`src/rtl/core/owm_pkg.sv`:
```
// Shared types, codes and tables for the one-wire temperature master.
package owm_pkg;

    // Tick counter width and the largest count it holds
    localparam int CountWidth = 10;
    localparam int CfgWidth   = 10;
    localparam int NumRegs    = 7;

    typedef logic [CountWidth-1:0] len_t;
    typedef len_t [NumRegs-1:0] cfg_lens_t;

    localparam len_t CountMax = '1;

    // Configuration register indexes
    localparam logic [2:0] REG_PRE_HIGH      = 3'd0;
    localparam logic [2:0] REG_RESET_LOW     = 3'd1;
    localparam logic [2:0] REG_PRESENCE_WAIT = 3'd2;
    localparam logic [2:0] REG_RESET_REC     = 3'd3;
    localparam logic [2:0] REG_SLOT_START    = 3'd4;
    localparam logic [2:0] REG_SLOT_HOLD     = 3'd5;
    localparam logic [2:0] REG_SLOT_REC      = 3'd6;

    // Register reset values, as written
    localparam logic [CfgWidth-1:0] RST_PRE_HIGH      = 10'd10;
    localparam logic [CfgWidth-1:0] RST_RESET_LOW     = 10'd500;
    localparam logic [CfgWidth-1:0] RST_PRESENCE_WAIT = 10'd40;
    localparam logic [CfgWidth-1:0] RST_RESET_REC     = 10'd200;
    localparam logic [CfgWidth-1:0] RST_SLOT_START    = 10'd5;
    localparam logic [CfgWidth-1:0] RST_SLOT_HOLD     = 10'd80;
    localparam logic [CfgWidth-1:0] RST_SLOT_REC      = 10'd5;

    // Command codes on the mode field
    localparam logic [2:0] MODE_TICK  = 3'd0;
    localparam logic [2:0] MODE_RESET = 3'd1;
    localparam logic [2:0] MODE_WRITE = 3'd2;
    localparam logic [2:0] MODE_READ  = 3'd3;
    localparam logic [2:0] MODE_TEMP  = 3'd4;

    // ROM and function commands
    localparam logic [7:0] CMD_SKIP_ROM  = 8'hcc;
    localparam logic [7:0] CMD_CONVERT   = 8'h44;
    localparam logic [7:0] CMD_READ_PAD  = 8'hbe;
    localparam logic [2:0] STEP_LOW_BYTE = 3'd6;
    localparam logic [2:0] STEP_LAST     = 3'd7;

    typedef enum logic [1:0] {
        OP_RESET,
        OP_WRITE,
        OP_READ
    } op_kind_t;

    typedef enum logic [2:0] {
        PH_IDLE,
        PH_RPRE,
        PH_RLOW,
        PH_RWAIT,
        PH_RREC,
        PH_SSTART,
        PH_SHOLD,
        PH_SREC
    } phase_t;

    // Sequencer state
    typedef struct packed {
        phase_t     phase;
        len_t       tick_count;
        logic [2:0] bit_index;
        logic [7:0] shift_byte;
        logic [2:0] sequence_step;
        logic       temp_seq;
        logic       op_read;
        logic       presence_flag;
        logic [7:0] low_byte_hold;
        logic [15:0] temperature_hold;
        logic [7:0] read_value;
    } seq_state_t;

    // One result of the sequencer
    typedef struct packed {
        logic        drive_low;
        logic        busy;
        logic        done;
        logic        no_presence;
        logic [7:0]  read_value;
        logic [15:0] temperature_word;
    } seq_result_t;

    // Temperature sequence: operation for each step
    function automatic op_kind_t temp_kind(input logic [2:0] step);
        op_kind_t k;
        case (step)
            3'd0, 3'd3: k = OP_RESET;
            3'd6, 3'd7: k = OP_READ;
            default:    k = OP_WRITE;
        endcase
        return k;
    endfunction

    // Temperature sequence: byte sent at each write step
    function automatic logic [7:0] temp_byte(input logic [2:0] step);
        logic [7:0] b;
        case (step)
            3'd1, 3'd4: b = CMD_SKIP_ROM;
            3'd2:       b = CMD_CONVERT;
            3'd5:       b = CMD_READ_PAD;
            default:    b = 8'h00;
        endcase
        return b;
    endfunction

    // Effective phase length: zero acts as one, saturate to the counter range
    function automatic len_t clamp_len(input logic [CfgWidth-1:0] v);
        len_t r;
        if (16'(v) > 16'(CountMax))
            r = CountMax;
        else if (v == '0)
            r = len_t'(1);
        else
            r = len_t'(v);
        return r;
    endfunction

endpackage

```
`src/rtl/core/owm_cfg.sv`:
```
// Timing configuration registers, stored as effective phase lengths.
module owm_cfg (
    input  logic                         clk,
    input  logic                         rst_n,
    input  logic                         cfg_valid,
    output logic                         cfg_ready,
    input  logic [2:0]                   cfg_index,
    input  logic [owm_pkg::CfgWidth-1:0] cfg_data,
    output owm_pkg::cfg_lens_t           lens
);
    import owm_pkg::*;

    cfg_lens_t lens_reg;
    cfg_lens_t lens_next;
    len_t      wr_len;

    assign cfg_ready = 1'b1;
    assign wr_len    = clamp_len(cfg_data);

    // Register write decode
    always_comb
    begin
        lens_next = lens_reg;
        if (cfg_valid)
        begin
            unique case (cfg_index)
                REG_PRE_HIGH:      lens_next[REG_PRE_HIGH]      = wr_len;
                REG_RESET_LOW:     lens_next[REG_RESET_LOW]     = wr_len;
                REG_PRESENCE_WAIT: lens_next[REG_PRESENCE_WAIT] = wr_len;
                REG_RESET_REC:     lens_next[REG_RESET_REC]     = wr_len;
                REG_SLOT_START:    lens_next[REG_SLOT_START]    = wr_len;
                REG_SLOT_HOLD:     lens_next[REG_SLOT_HOLD]     = wr_len;
                REG_SLOT_REC:      lens_next[REG_SLOT_REC]      = wr_len;
                default:           lens_next = lens_reg;
            endcase
        end
    end

    always_ff @(posedge clk or negedge rst_n)
    begin
        if (!rst_n)
        begin
            lens_reg[REG_PRE_HIGH]      <= clamp_len(RST_PRE_HIGH);
            lens_reg[REG_RESET_LOW]     <= clamp_len(RST_RESET_LOW);
            lens_reg[REG_PRESENCE_WAIT] <= clamp_len(RST_PRESENCE_WAIT);
            lens_reg[REG_RESET_REC]     <= clamp_len(RST_RESET_REC);
            lens_reg[REG_SLOT_START]    <= clamp_len(RST_SLOT_START);
            lens_reg[REG_SLOT_HOLD]     <= clamp_len(RST_SLOT_HOLD);
            lens_reg[REG_SLOT_REC]      <= clamp_len(RST_SLOT_REC);
        end
        else
        begin
            lens_reg <= lens_next;
        end
    end

    assign lens = lens_reg;

endmodule

```
`src/rtl/core/owm_seq.sv`:
```
// Bus sequencer: phase timing, time slots and the temperature command list.
module owm_seq (
    input  logic                 clk,
    input  logic                 rst_n,
    input  logic                 tick,
    input  logic [2:0]           mode,
    input  logic [7:0]           data_byte,
    input  logic                 line_level,
    input  owm_pkg::cfg_lens_t   lens,
    output owm_pkg::seq_result_t result
);
    import owm_pkg::*;

    seq_state_t st_reg;
    seq_state_t st_next;

    // Launch one operation of a command
    function automatic seq_state_t start_op(input seq_state_t s, input op_kind_t kind,
                                            input logic [7:0] b);
        seq_state_t r;
        r            = s;
        r.tick_count = '0;
        r.bit_index  = '0;
        r.op_read    = (kind == OP_READ);
        if (kind == OP_RESET)
            r.phase = PH_RPRE;
        else
        begin
            r.phase      = PH_SSTART;
            r.shift_byte = (kind == OP_WRITE) ? b : 8'h00;
        end
        return r;
    endfunction

    // Close one operation; temperature command moves to its next step
    function automatic seq_state_t finish_op(input seq_state_t s);
        seq_state_t r;
        logic [2:0] nstep;
        r     = s;
        nstep = s.sequence_step + 3'd1;
        if (!s.temp_seq)
        begin
            if (s.op_read)
                r.read_value = s.shift_byte;
            r.phase = PH_IDLE;
        end
        else
        begin
            if (s.sequence_step == STEP_LOW_BYTE)
                r.low_byte_hold = s.shift_byte;
            if (s.sequence_step == STEP_LAST)
            begin
                r.temperature_hold = {s.shift_byte, s.low_byte_hold};
                r.phase            = PH_IDLE;
                r.temp_seq         = 1'b0;
            end
            else
            begin
                r.sequence_step = nstep;
                r = start_op(r, temp_kind(nstep), temp_byte(nstep));
            end
        end
        return r;
    endfunction

    // Next state and result of one tick
    always_comb
    begin
        seq_state_t s;
        len_t       len;
        len_t       tc_inc;
        logic       drive;
        logic       busy;
        logic       done;
        logic       fin_done;

        s     = st_reg;
        len   = len_t'(1);
        drive = 1'b0;
        busy  = 1'b0;
        done  = 1'b0;

        // Command taken only when idle; unknown modes are plain ticks
        if (s.phase == PH_IDLE)
        begin
            case (mode)
                MODE_RESET:
                begin
                    s.sequence_step = '0;
                    s.temp_seq      = 1'b0;
                    s = start_op(s, OP_RESET, 8'h00);
                end
                MODE_WRITE:
                begin
                    s.sequence_step = '0;
                    s.temp_seq      = 1'b0;
                    s = start_op(s, OP_WRITE, data_byte);
                end
                MODE_READ:
                begin
                    s.sequence_step = '0;
                    s.temp_seq      = 1'b0;
                    s = start_op(s, OP_READ, 8'h00);
                end
                MODE_TEMP:
                begin
                    s.sequence_step = '0;
                    s.temp_seq      = 1'b1;
                    s = start_op(s, temp_kind(3'd0), temp_byte(3'd0));
                end
                default:
                begin
                    s = s;
                end
            endcase
        end

        fin_done = !s.temp_seq || (s.sequence_step == STEP_LAST);
        tc_inc   = s.tick_count + len_t'(1);

        if (s.phase != PH_IDLE)
        begin
            busy = 1'b1;
            // Per-phase drive, sampling and length
            case (s.phase)
                PH_RPRE:  len = lens[REG_PRE_HIGH];
                PH_RLOW:
                begin
                    drive = 1'b1;
                    len   = lens[REG_RESET_LOW];
                end
                PH_RWAIT: len = lens[REG_PRESENCE_WAIT];
                PH_RREC:
                begin
                    if (s.tick_count == '0)
                        s.presence_flag = line_level;
                    len = lens[REG_RESET_REC];
                end
                PH_SSTART:
                begin
                    drive = 1'b1;
                    len   = lens[REG_SLOT_START];
                end
                PH_SHOLD:
                begin
                    if (s.op_read)
                    begin
                        if (s.tick_count == '0)
                            s.shift_byte = {line_level, s.shift_byte[7:1]};
                    end
                    else
                        drive = !s.shift_byte[0];
                    len = lens[REG_SLOT_HOLD];
                end
                default:  len = lens[REG_SLOT_REC];
            endcase

            s.tick_count = tc_inc;
            // Phase end
            if (tc_inc >= len || tc_inc == '0)
            begin
                s.tick_count = '0;
                case (s.phase)
                    PH_RPRE:   s.phase = PH_RLOW;
                    PH_RLOW:   s.phase = PH_RWAIT;
                    PH_RWAIT:  s.phase = PH_RREC;
                    PH_RREC:
                    begin
                        done = fin_done;
                        s    = finish_op(s);
                    end
                    PH_SSTART: s.phase = PH_SHOLD;
                    PH_SHOLD:  s.phase = PH_SREC;
                    default:
                    begin
                        if (!s.op_read)
                            s.shift_byte = {1'b0, s.shift_byte[7:1]};
                        if (s.bit_index == 3'd7)
                        begin
                            done = fin_done;
                            s    = finish_op(s);
                        end
                        else
                        begin
                            s.bit_index = s.bit_index + 3'd1;
                            s.phase     = PH_SSTART;
                        end
                    end
                endcase
            end
        end

        st_next                 = s;
        result.drive_low        = drive;
        result.busy             = busy;
        result.done             = done;
        result.no_presence      = s.presence_flag;
        result.read_value       = s.read_value;
        result.temperature_word = s.temperature_hold;
    end

    // State advances once per accepted tick
    always_ff @(posedge clk or negedge rst_n)
    begin
        if (!rst_n)
        begin
            st_reg <= '{phase: PH_IDLE, default: '0};
        end
        else if (tick)
        begin
            st_reg <= st_next;
        end
    end

endmodule

```
`src/rtl/core/one_wire_temperature_master.sv`:
```
// Top level of the one-wire temperature master: tick channel, config port, result register.
// One-wire bus master stepped by one-microsecond ticks. Every accepted input transaction is
// one tick and yields exactly one result transaction carrying the line drive and status.
// A tick is taken every clock cycle: the sequencer state updates in the same cycle the tick
// is accepted, and the result sits in a single output register, so the block stalls its
// input only while that register is full and the consumer stalls. The result is valid in the
// cycle after tick acceptance. Timing registers are written through the config port
// (ready is always high) and should only be changed while no command is in progress.
module one_wire_temperature_master (
    input  logic                         clk,
    input  logic                         rst_n,
    // Tick channel
    input  logic                         in_valid,
    output logic                         in_stall,
    input  logic [2:0]                   mode,
    input  logic [7:0]                   data_byte,
    input  logic                         line_level,
    // Result channel
    output logic                         out_valid,
    input  logic                         out_stall,
    output logic                         drive_low,
    output logic                         busy_res,
    output logic                         done_res,
    output logic                         no_presence,
    output logic [7:0]                   read_value,
    output logic [15:0]                  temperature_word,
    // Configuration channel
    input  logic                         cfg_valid,
    output logic                         cfg_ready,
    input  logic [2:0]                   cfg_index,
    input  logic [owm_pkg::CfgWidth-1:0] cfg_data
);
    import owm_pkg::*;

    cfg_lens_t   lens;
    seq_result_t result;
    seq_result_t res_reg;
    logic        out_valid_reg;
    logic        tick;

    assign in_stall = out_valid_reg && out_stall;
    assign tick     = in_valid && !in_stall;

    owm_cfg u_cfg (
        .clk       (clk),
        .rst_n     (rst_n),
        .cfg_valid (cfg_valid),
        .cfg_ready (cfg_ready),
        .cfg_index (cfg_index),
        .cfg_data  (cfg_data),
        .lens      (lens)
    );

    owm_seq u_seq (
        .clk        (clk),
        .rst_n      (rst_n),
        .tick       (tick),
        .mode       (mode),
        .data_byte  (data_byte),
        .line_level (line_level),
        .lens       (lens),
        .result     (result)
    );

    // Output register valid
    always_ff @(posedge clk or negedge rst_n)
    begin
        if (!rst_n)
        begin
            out_valid_reg <= 1'b0;
        end
        else if (tick)
        begin
            out_valid_reg <= 1'b1;
        end
        else if (!out_stall)
        begin
            out_valid_reg <= 1'b0;
        end
    end

    // Output register payload
    always_ff @(posedge clk)
    begin
        if (tick)
        begin
            res_reg <= result;
        end
    end

    assign out_valid        = out_valid_reg;
    assign drive_low        = res_reg.drive_low;
    assign busy_res         = res_reg.busy;
    assign done_res         = res_reg.done;
    assign no_presence      = res_reg.no_presence;
    assign read_value       = res_reg.read_value;
    assign temperature_word = res_reg.temperature_word;

endmodule

```
`config.mk`:
```
export PLATFORM = sky130hd
export DESIGN_NAME = one_wire_temperature_master
export DESIGN_NICKNAME = d
export VERILOG_FILES = /design/src/rtl/core/owm_pkg.sv /design/src/rtl/core/owm_cfg.sv /design/src/rtl/core/owm_seq.sv /design/src/rtl/core/one_wire_temperature_master.sv
export SDC_FILE = /design/constraint.sdc
export NUM_CORES = 1
export LEC_CHECK = 0
export BUFFER_PORTS_ARGS = -buffer_cell sky130_fd_sc_hd__buf_2
export CAP_MARGIN = 5
export CORE_ASPECT_RATIO = 1.5
export CORE_MARGIN = 5
export CORE_UTILIZATION = 44
export CTS_CLUSTER_DIAMETER = 50
export DETAILED_ROUTE_END_ITERATION = 16
export PLACE_DENSITY_LB_ADDON = 0.08
export SLEW_MARGIN = 40
export SYNTH_ARGS = -nofsm -noshare
export SYNTH_HDL_FRONTEND = slang
export SYNTH_SLANG_ARGS = --single-unit
```
`constraint.sdc`:
```
create_clock -name clk -period 5.02 [get_ports clk]
set_input_delay 0.753 -clock clk [delete_from_list [all_inputs] [get_ports clk]]
set_output_delay 0.753 -clock clk [all_outputs]
set_load 0.005 [all_outputs]
```
==> metrics.md, run 1 <==
| Metric | Value |
|---|---|
| WL per Instance | 22.23 µm |
| Non-Filler Instances | 1211 |
| PD cells | 555.5 nW/µm² |
| Post-cts hold buffer count | 0 |
| Total Neg Setup Slack | 0 ns |
| Post-route antenna net violation count | 0 |
| Comb pwr share | 0.443 |
| CTS tree | built |
| Switch Pwr | 2.313 mW |
| Pint | 3.507 mW |
| Clock tree buffer depth | 2 |
| Syn Inst Count | 844 |
| Initial antenna violation count | 0 |
| Placed instance count | 1179 |
| Seq cells post-synth | 161 |
| Worst Tran Pin Value | 0.8056 ns |
| Initial core utilization | 0.4483 |
| Die Y | 183.9 µm |
| Chip Width | 125.9 µm |
| Final setup skew | 0.01676 ns |
| Full die area | 23160 µm² |
| CP Data Arrival Time | 5.01 ns |
| Diode count | 0 |
| First-pass GRT wire length | 42.40 mm |
| Reg2Reg Setup Slack | 0.37 ns |
| Slew Limit Headroom | 0.4593 |
| # setup viols final | 0 |
| Flop pwr share | 0.312 |
| Vias per cell | 6.100 |
| Largest net degree at the start of global routing | 69 |
| Slew Limit Fails | 0 |
| Fin crit period | 4.650 ns |
| Async SR Flop Fraction | 0.8261 |
| Clock share of power | 0.245 |
| Clock Pin Slew Worst Setup and Hold Paths | 0.07 ns |
| Mapped Area | 8870 µm² |
| Max FFs per register | 70 |
| Initial drt markers | 419 |
| R2R cell count | 18 |
| Worst-path fanout max | 21 |
| Final period utilization | 0.9262 |
| Worst R2R Start | u_seq.st_reg[59]$_DFFE_PN0P_ |
| Setup crit end kind | flip-flop |
| Share of layout cells above drive strength 1 | 0.2787 |
| Mean Syn Cell Area | 10.51 µm² |
| Ys Warns | 0 |
| Area grow syn2layout | 18.13% |
| Prevailing post-synth register cell | dfrtp_1 |
| Io pins | 61 |
| Clock latency on the worst-skew pair | 0.44 ns |
| Share of the synthesized area in the top cell type | 0.3216 |
| RSZ-0062 raised after global routing | no |
| Final GP Congestion | 0.9033 |
| Worst min-delay path category | input pin to asynchronous set/reset pin |
| Fin nets | 994 |
| Post-detail-place hpwl | 20.14 mm |
| Largest area contributor in the netlist | dfrtp_1 |
| Number of max-cap violations | 0 |
| Clk sinks | 161 |
| Total track usage | 0.2349 |
| Top cells by area, synth | dfrtp_1, edfxtp_1, mux2_2 |
| Sw Share | 0.3974 |
| Setup Crit Path Kind | flip-flop to flip-flop |
| I/O Buffers | 59 |
| CTS HTree Levels | 4 |
| DRT Pass-1 Iters | 7 |
| Vias in the first global route | 7777 |
| CP Launch Type | flip-flop |
| Std cell rows | 63 |
| Leakage | 4.543 nW |
| Max Clk Rate | 215.1 MHz |
| Syn_nets | 900 |
| GRT Residual Overflow | 0 |
| Placeable Area | 19790 µm² |
| WP data required | 5.38 ns |
| Critical R2R Capture | u_seq.st_reg[33]$_DFFE_PN0P_ |
| VDD IR max | 0.3013 mV |
| Number of synthesized flops with an enable pin | 28 |
| Via count | 7387 |
| Unique masters post-synth | 84 |
| Remaining routing DRC violations | 0 |
| Status | finished clean |
| CTS buffer count | 17 |
| Final Hold Vio Count | 0 |
| Total wire length | 26.92 mm |
| Seq/Total Area, Yosys | 0.4727 |
| Root Buffer | clkbuf_16 |
power groups by stage:
| stage | Combinational (mW) | Sequential [mW] | Clock (mW) |
|---|---|---|---|
| 2_1_floorplan | 1.63 | 1.76 | 0 |
| 3_3_place_gp | 2.50 | 1.82 | 0 |
| 3_5_place_dp | 2.54 | 1.84 | 0 |
| 4_1_cts | 2.56 | 1.81 | 1.45 |
| 5_1_grt | 2.82 | 1.85 | 1.50 |
| 6_report | 2.58 | 1.82 | 1.43 |
cells in the mapped netlist, types with 6 or more instances:
master and instances:
ha_1 26, nor3_1 9, a221oi_1 16, a21oi_1 43
o22a_1 6, nand2_1 98, nor2b_1 8, dfrtp_1 114
mux2i_1 21, and2_1 7, nor2_1 43, o21ai_0 45
inv_1 25, a222oi_1 8, edfxtp_1 28, nand3_1 18
a31oi_1 10, dfstp_2 19, clkbuf_1 34, nor3b_1 7
o211ai_1 8, a22o_1 35, mux2_2 69, o2bb2ai_1 22
buf_2 9
final cells by class:
type                    instances  area (µm²)
inverters                      27       101.3
fillers                      1799        9308
well taps                     260       325.3
flip-flops and latches        161        4193
clock inverters                13       185.2
repair buffers                124       827.0
clock buffers                  19       454.2
multi-input cells             607        4392
worst max-delay path, cell delays in order (launching register included):
cell       delay [ns]
dfrtp_1          0.48
or3_4            0.44
nor3_4           0.20
nor2_1           0.08
buf_4            0.15
ha_1             0.18
buf_4            0.23
a222oi_1         0.36
nand2_1          0.10
a22o_1           0.20
ha_1             0.28
nand2b_1         0.14
a2111o_1         0.44
a21oi_2          0.21
o32ai_4          0.17
and2_1           0.28
buf_4            0.17
a31oi_1          0.24
a2bb2oi_1        0.21
through the flow:
stage | power (mW) | instance area [µm²] | hold WS (ns) | util | setup WS (ns)
final | 5.820 | 10480 | 0.2958 | 0.5296 | 0.3704
after global routing | 6.162 | 10480 | 0.3612 | 0.5296 | 0.04356
after CTS | 5.819 | 10470 | 0.3398 | 0.5290 | 0.2849
after detailed placement | 4.376 | 9827 | 0.4621 | 0.4967 | 0.03808
after global placement | 4.320 | 9814 | 0.4573 | 0.4960 | 0.1250
after floorplan | 3.385 | 8870 | 0.4401 | - | 0.2110
repair_timing:
action                     4_1_cts  5_1_grt
gates resized for setup          0        2
buffers inserted                 0        0
setup endpoints to repair        0        9
layout by cell type, fill, tap and decap left out, types with 10 or more instances in the layout:
| cell type | count |
|---|---|
| dfstp_2 | 19 |
| ha_1 | 26 |
| clkbuf_16 | 18 |
| edfxtp_1 | 28 |
| buf_4 | 62 |
| nand2_1 | 98 |
| inv_1 | 25 |
| a21oi_1 | 42 |
| mux2_2 | 69 |
| o21ai_0 | 45 |
| mux2i_1 | 19 |
| a22o_1 | 35 |
| nand3_1 | 18 |
| nor2_1 | 43 |
| a221oi_1 | 16 |
| a31oi_1 | 10 |
| dfrtp_1 | 114 |
| buf_2 | 58 |
| o2bb2ai_1 | 22 |
kinds of logic (layout without fill, tap and decap cells):
logic type	after synthesis	after routing	share of synthesized area
other cells	1	1	0.0004228
flops	161	161	0.4727
buf+inv	76	183	0.03526
mux	90	90	0.1113
xor+xnor	5	5	0.004938
simple gates	230	230	0.1270
fa+ha+maj	26	26	0.03668
compound gates	255	255	0.2117
metal layers:
| metal | vias up | routed length, µm | track usage |
|---|---|---|---|
| li1 | 3380 | - | - |
| met3 | 82 | 927 | 0.03634 |
| met5 | - | 0 | 0 |
| met4 | 0 | 1469 | 0.1378 |
| met2 | 242 | 14760 | 0.4421 |
| met1 | 3683 | 9765 | 0.2440 |
worst max path at each step:
stage	slack, ns	end	cells past startpoint	startpoint
after global placement	0.12	u_seq.st_reg[33]$_DFFE_PN0P_	20	mode[0]
after global routing	0.04	u_seq.st_reg[41]$_DFFE_PN0P_	18	u_seq.st_reg[59]$_DFFE_PN0P_
after floorplan	0.21	temperature_word[5]$_DFFE_PP_	20	mode[0]
after CTS	0.28	temperature_word[6]$_DFFE_PP_	17	u_seq.st_reg[59]$_DFFE_PN0P_
after detailed placement	0.04	u_seq.st_reg[33]$_DFFE_PN0P_	20	mode[0]
final	0.37	u_seq.st_reg[33]$_DFFE_PN0P_	18	u_seq.st_reg[59]$_DFFE_PN0P_
(Power assumes the default switching activity.)
==> run 2, diff against run 1 <==
CELL_PAD_IN_SITES_DETAIL_PLACEMENT = 1   (was unset)
CELL_PAD_IN_SITES_GLOBAL_PLACEMENT = 1   (was unset)
MAX_ROUTING_LAYER = met4   (was unset)
==> run 2 against run 1 <==
Effect of this change:
- fmax rose by 0.42%
- non-clock buffer count did not move
- cell count did not move
- global-route usage rose by 2.8 points
- count of clock-buffer cells in the layout fell by 2
- critical endpoint unchanged
==> metrics.md, run 2 (synthesized netlist as in run 1, its figures left out) <==
| Metric | Value |
|---|---|
| Status | finished clean |
| Post-detail-place hpwl | 21.67 mm |
| Commonest cells after routing, fill and taps aside | dfrtp_1, nand2_1, mux2_2, buf_4, buf_2 |
| WP data required | 5.38 ns |
| CTS HTree Levels | 4 |
| Placed instance count | 1179 |
| Initial antenna violation count | 0 |
| Io pins | 61 |
| VDD IR max | 0.2887 mV |
| Vias in the first global route | 8259 |
| Non-Filler Instances | 1211 |
| Worst-path fanout max | 13 |
| Worst min-delay path category | input pin to asynchronous set/reset pin |
| Full die area | 23160 µm² |
| Vias per cell | 6.088 |
| Number of max-cap violations | 0 |
| RSZ-0062 raised after global routing | no |
| Total wire length | 28.86 mm |
| Initial drt markers | 444 |
| Setup crit end kind | flip-flop |
| GRT Residual Overflow | 0 |
| Post-route antenna net violation count | 0 |
| DRT Pass-1 Iters | 5 |
| Std cell rows | 63 |
| # setup viols final | 0 |
| Leading cell type in the layout, fill and taps excluded | dfrtp_1 |
| Leakage | 4.518 nW |
| WL per Instance | 23.83 µm |
| Die Y | 183.9 µm |
| Slew Limit Headroom | 0.4335 |
| Total track usage | 0.2628 |
| Final setup skew | 0.01085 ns |
| Area grow syn2layout | 17.29% |
| Clock Pin Slew Worst Setup and Hold Paths | 0.07 ns |
| Max Clk Rate | 216.0 MHz |
| I/O Buffers | 59 |
| PD cells | 549.8 nW/µm² |
| Via count | 7372 |
| Initial core utilization | 0.4483 |
| Share of layout cells above drive strength 1 | 0.2797 |
| Final GP Congestion | 0.9435 |
| Placeable Area | 19790 µm² |
| Slew Limit Fails | 0 |
| Fin crit period | 4.630 ns |
| Setup bufs post-CTS | 0 |
| First-pass GRT wire length | 45.86 mm |
| Largest net degree at the start of global routing | 52 |
| Root Buffer | clkbuf_16 |
| Clock latency on the worst-skew pair | 0.45 ns |
| Remaining routing DRC violations | 0 |
| Clk sinks | 161 |
| Worst Tran Pin Value | 0.8453 ns |
| Diode count | 0 |
| Clock tree buffer depth | 2 |
| Chip Width | 125.9 µm |
| Final Hold Vio Count | 0 |
| Fill count | 2202 |
| Fin nets | 994 |
| Final period utilization | 0.9223 |
| CTS buffer count | 17 |
| Total Neg Setup Slack | 0 ns |
| Max FFs per register | 70 |
| Setup Crit Path Kind | flip-flop to flip-flop |
| CP Data Arrival Time | 4.99 ns |
| CP Launch Type | flip-flop |
| CTS tree | built |
## run 2: changes by cell type in the layout (fill, tap and decap cells not counted), sizes merged
cell / before / now
bufinv: 3 / 0
clkbuf: 19 / 17
clkinv: 3 / 8
clkinvlp: 0 / 1
inv: 34 / 33
## run 2: cell type report
type	count	area, µm²	share of cell area
inverter	27	101.3	0.009741
multi-input combinational	607	4383	0.4213
timing repair buffer	124	810.8	0.07793
tap	260	325.3	0.03127
sequential	161	4193	0.4030
clock buffer	17	425.4	0.04089
clock inverter	15	165.2	0.01587
## run 2: worst max-delay path, cell delays in order, from the launching register on
cell       delay, ns
dfrtp_1         0.47
or3_4           0.44
nor3_4          0.21
nor2_1          0.10
ha_1            0.23
buf_4           0.20
a222oi_1        0.35
mux2i_1         0.12
a21oi_1         0.23
ha_1            0.30
a2111oi_0       0.44
o21ai_0         0.20
a21oi_2         0.21
o32ai_4         0.15
and2_1          0.26
buf_4           0.17
a31oi_1         0.25
a2bb2oi_1       0.21
## run 2: report_power, final
part           switching, mW  internal (mW)  total [mW]
Sequential             0.196           1.62        1.82
Combinational           1.56           1.05        2.61
Clock                  0.628          0.665        1.29
Total                   2.38           3.34        5.72
## run 2: per-stage QoR
step                utilization  hold slack, ns  area [µm²]  setup slack [ns]  power (mW)
floorplan                     -          0.4401        8870            0.2110       3.385
global placement         0.4954          0.4549        9802            0.2770       4.336
detailed placement       0.4956          0.4599        9806            0.1155       4.430
CTS                      0.5255          0.2699       10400            0.3700       5.744
global route             0.5258          0.2909       10400           0.04431       6.075
finish                   0.5258          0.2662       10400            0.3901       5.720
## run 2: routing by layer
metal	wire, µm	global-route usage	vias up
met5	0	-	-
li1	-	-	3384
met1	10390	0.2596	3761
met2	16340	0.4931	150
met3	883	0.03953	77
met4	1234	0.1361	0
## run 2: path summary, 6_finish.rpt
check | start | endpoint | slack (ns) | cells past startpoint
hold / removal | rst_n | u_seq.st_reg[9]$_DFFE_PN0P_ | 0.27 | 1
max in group asynchronous | rst_n | u_seq.st_reg[34]$_DFFE_PN0P_ | 3.71 | 2
setup reg to reg | u_seq.st_reg[59]$_DFFE_PN0P_ | u_seq.st_reg[33]$_DFFE_PN0P_ | 0.39 | 17
setup / recovery | u_seq.st_reg[59]$_DFFE_PN0P_ | u_seq.st_reg[33]$_DFFE_PN0P_ | 0.39 | 17
min in group clk | u_seq.st_reg[32]$_DFFE_PN0P_ | u_seq.st_reg[32]$_DFFE_PN0P_ | 0.48 | 2
hold reg to reg | u_seq.st_reg[32]$_DFFE_PN0P_ | u_seq.st_reg[32]$_DFFE_PN0P_ | 0.48 | 2
## run 2: what timing repair did
action	4_1_cts	5_1_grt
gates resized for setup	0	1
hold buffers	0	0
setup endpoints to repair	0	1
==> run 3, diff against run 2 <==
ABC_AREA = 1   (was unset)
CORE_UTILIZATION = 41   (was 44)
CTS_CLUSTER_SIZE = 25   (was unset)
==> run 3 against run 2 <==
Effect of this change:
- count of clock-buffer cells in the layout did not move
- fmax rose by 0.43%
- synthesized cell count rose by 63%
- non-clock buffer count fell by 27
- sequential share of layout area fell by 3.6 points
- register-to-register slack improved by 0.02 ns
- sequential power rose by 12%
- via count rose by 31%
- global-route usage fell by 0.36 points
- largest power group unchanged
==> metrics.md, run 3 <==
| Metric | Value |
|---|---|
| Mean Syn Cell Area | 7.358 µm² |
| Fill count | 3148 |
| Highest routed layer | met4 |
| Fin crit period | 4.610 ns |
| Total track usage | 0.2592 |
| Placeable Area | 24350 µm² |
| Clock tree buffer depth | 2 |
| Met1 wire length | 13.03 mm |
| CP Launch Type | flip-flop |
| Most frequent CP cell | nand2_1 |
| Final period utilization | 0.9183 |
| VDD IR max | 0.5082 mV |
| CTS buffer count | 17 |
| Setup bufs post-CTS | 0 |
| Initial drt markers | 523 |
| Syn_nets | 1431 |
| RSZ-0062 raised after global routing | no |
| Total power draw | 8.821 mW |
| Setup crit end kind | flip-flop |
| Post-route antenna net violation count | 0 |
| Post-detail-place hpwl | 25.59 mm |
| Max Clk Rate | 216.9 MHz |
| Leakage | 5.487 nW |
| Final setup skew | 0.008365 ns |
| Initial antenna violation count | 0 |
| Area grow syn2layout | 12.90% |
| # setup viols final | 0 |
| Vias in the first global route | 10287 |
| Clk sinks | 161 |
| Total Neg Setup Slack | 0 ns |
| Setup Crit Path Kind | flip-flop to flip-flop |
| GRT Residual Overflow | 0 |
| Layout Utilization | 0.4691 |
| Die Y | 202.4 µm |
| Multi-input logic area | 5034 µm² |
| Final Hold Vio Count | 0 |
| Commonest cells after routing, fill and taps aside | nand2_1, o21ai_0, inv_1, dfrtp_1, nand3_1 |
| Unique masters post-synth | 58 |
| WP data required | 5.42 ns |
| Root Buffer | clkbuf_16 |
| Max FFs per register | 70 |
| Max incr delay on CP | 0.47 ns |
| Via count | 9676 |
| Syn Inst Count | 1375 |
| Full die area | 27980 µm² |
| CTS HTree Levels | 4 |
| Mapped Area | 10120 µm² |
| Final GP Congestion | 0.9136 |
| WL per Instance | 19.55 µm |
| Hold slack | 0.1924 ns |
| Io pins | 61 |
| Clock latency on the worst-skew pair | 0.45 ns |
| Number of max-cap violations | 0 |
| Top cells by area, synth | dfrtp_1, nand2_1, edfxtp_1 |
| Cell with the most instances after synthesis | nand2_1 |
| Status | finished clean |
| Clock Pin Slew Worst Setup and Hold Paths | 0.08 ns |
| Worst min-delay path category | input pin to asynchronous set/reset pin |
| PD cells | 772.3 nW/µm² |
| Post-synth top cells | nand2_1, o21ai_0, inv_1, dfrtp_1, nand3_1 |
| Reg area | 4193 µm² |
| Seq cells post-synth | 161 |
| Slew Limit Fails | 0 |
| First-pass GRT wire length | 55.81 mm |
| Total wire length | 34.58 mm |
| Fin nets | 1488 |
| CP Data Arrival Time | 5.01 ns |
| Ys Warns | 0 |
| Share of the synthesized area in the top cell type | 0.2820 |
| Vias per cell | 5.470 |
| Largest area contributor in the netlist | dfrtp_1 |
| Slowest library cell on the worst path | dfrtp_1 |
| Worst-path fanout max | 13 |
| Remaining routing DRC violations | 0 |
| Slew Limit Headroom | 0.4985 |
| DRT Pass-1 Iters | 5 |
| CTS tree | built |
| Seq/Total Area, Yosys | 0.4144 |
| I/O Buffers | 59 |
| Chip Width | 138.3 µm |
| Diode count | 0 |
| Prevailing post-synth register cell | dfrtp_1 |
| Largest net degree at the start of global routing | 59 |
| Initial core utilization | 0.4155 |
| Metal2 WL | 19.00 mm |
| Share of layout cells above drive strength 1 | 0.1557 |
| Std cell rows | 70 |
| Met3 WL | 878 µm |
| Worst Tran Pin Value | 0.7523 ns |
| Async SR Flop Fraction | 0.8261 |
| Leading cell type in the layout, fill and taps excluded | nand2_1 |
| Number of synthesized flops with an enable pin | 28 |
-- run 3: cell types whose count changed in the layout (fill, tap and decap cells not counted), moves of 29 or more --
cell,previous run,this run
inv_1,25,132
nand2_1,98,413
nor2_1,43,76
o21ai_0,45,153
nand3_1,18,89
a22o_1,35,6
o21ai_1,1,42
mux2_2,69,0
-- run 3: what timing repair did --
| action | in CTS | in global routing |
|---|---|---|
| resized for setup | 0 | 4 |
| hold buffers | 0 | 0 |
| setup endpoints to repair | 0 | 11 |
-- run 3: logic make-up (layout without fill, tap and decap cells) --
| group | after synthesis | count (layout) | share of synthesized area |
|---|---|---|---|
| buffers and inverters | 217 | 287 | 0.08904 |
| flip-flops | 161 | 161 | 0.4144 |
| other | 1 | 1 | 0.0003707 |
| AO/OA/AOI/OAI | 328 | 328 | 0.1867 |
| adder cells (fa/ha/maj) | 26 | 26 | 0.03215 |
| AND/OR/NAND/NOR | 642 | 642 | 0.2773 |
-- run 3: per-layer routing --
layer | global-route usage | vias up
met4 | 0.1250 | 0
li1 | - | 4654
met2 | 0.4871 | 171
met5 | - | -
met1 | 0.2613 | 4753
met3 | 0.03716 | 98
-- run 3: path summary, 6_finish.rpt --
kind	depth (start not counted)	slack, ns	endpoint	from
setup / recovery	27	0.41	u_seq.st_reg[31]$_DFFE_PN0P_	u_seq.st_reg[60]$_DFFE_PN0P_
hold / removal	1	0.19	u_seq.st_reg[30]$_DFFE_PN0P_	rst_n
setup reg to reg	27	0.41	u_seq.st_reg[31]$_DFFE_PN0P_	u_seq.st_reg[60]$_DFFE_PN0P_
hold reg to reg	2	0.48	u_seq.st_reg[46]$_DFFE_PN0P_	u_seq.st_reg[46]$_DFFE_PN0P_
max in group asynchronous	2	3.76	u_cfg.lens[28]$_DFFE_PN0P_	rst_n
min in group clk	2	0.48	u_seq.st_reg[46]$_DFFE_PN0P_	u_seq.st_reg[46]$_DFFE_PN0P_
-- run 3: worst max-delay path: cells and delay by family, from the launching register on --
kind	cells	cell delay (ns)
and+or+nand+nor	15	2.15
buffers and inverters	5	0.77
AOI/OAI and AO/OA	5	0.59
adders and majority gates	2	0.55
DFF	1	0.47
-- run 3: cell type report --
class / count / share of cell area
tap: 324 / 0.03549
timing repair buffer: 97 / 0.05247
multi-input combinational: 997 / 0.4407
clock buffer: 17 / 0.03724
clock inverter: 15 / 0.01446
sequential: 161 / 0.3671
inverter: 158 / 0.05258
-- run 3: through the flow --
stage / cells / worst slack [ns] / cell area, µm²
2_1_floorplan: 1375 / 0.5918 / 10120
3_3_place_gp: 1737 / 0.1280 / 10820
3_5_place_dp: 1737 / 0.006247 / 10820
4_1_cts: 1769 / 0.3645 / 11410
5_1_grt: 1769 / 0.01548 / 11420
6_report: 1769 / 0.4101 / 11420
-- run 3: where the power goes --
group / switching (mW) / total [mW] / internal, mW / leakage (nW)
Clock: 0.650 / 1.36 / 0.709 / 0.286
Sequential: 0.222 / 2.04 / 1.81 / 1.92
Combinational: 3.68 / 5.43 / 1.75 / 3.28
Total: 4.55 / 8.82 / 4.27 / 5.49
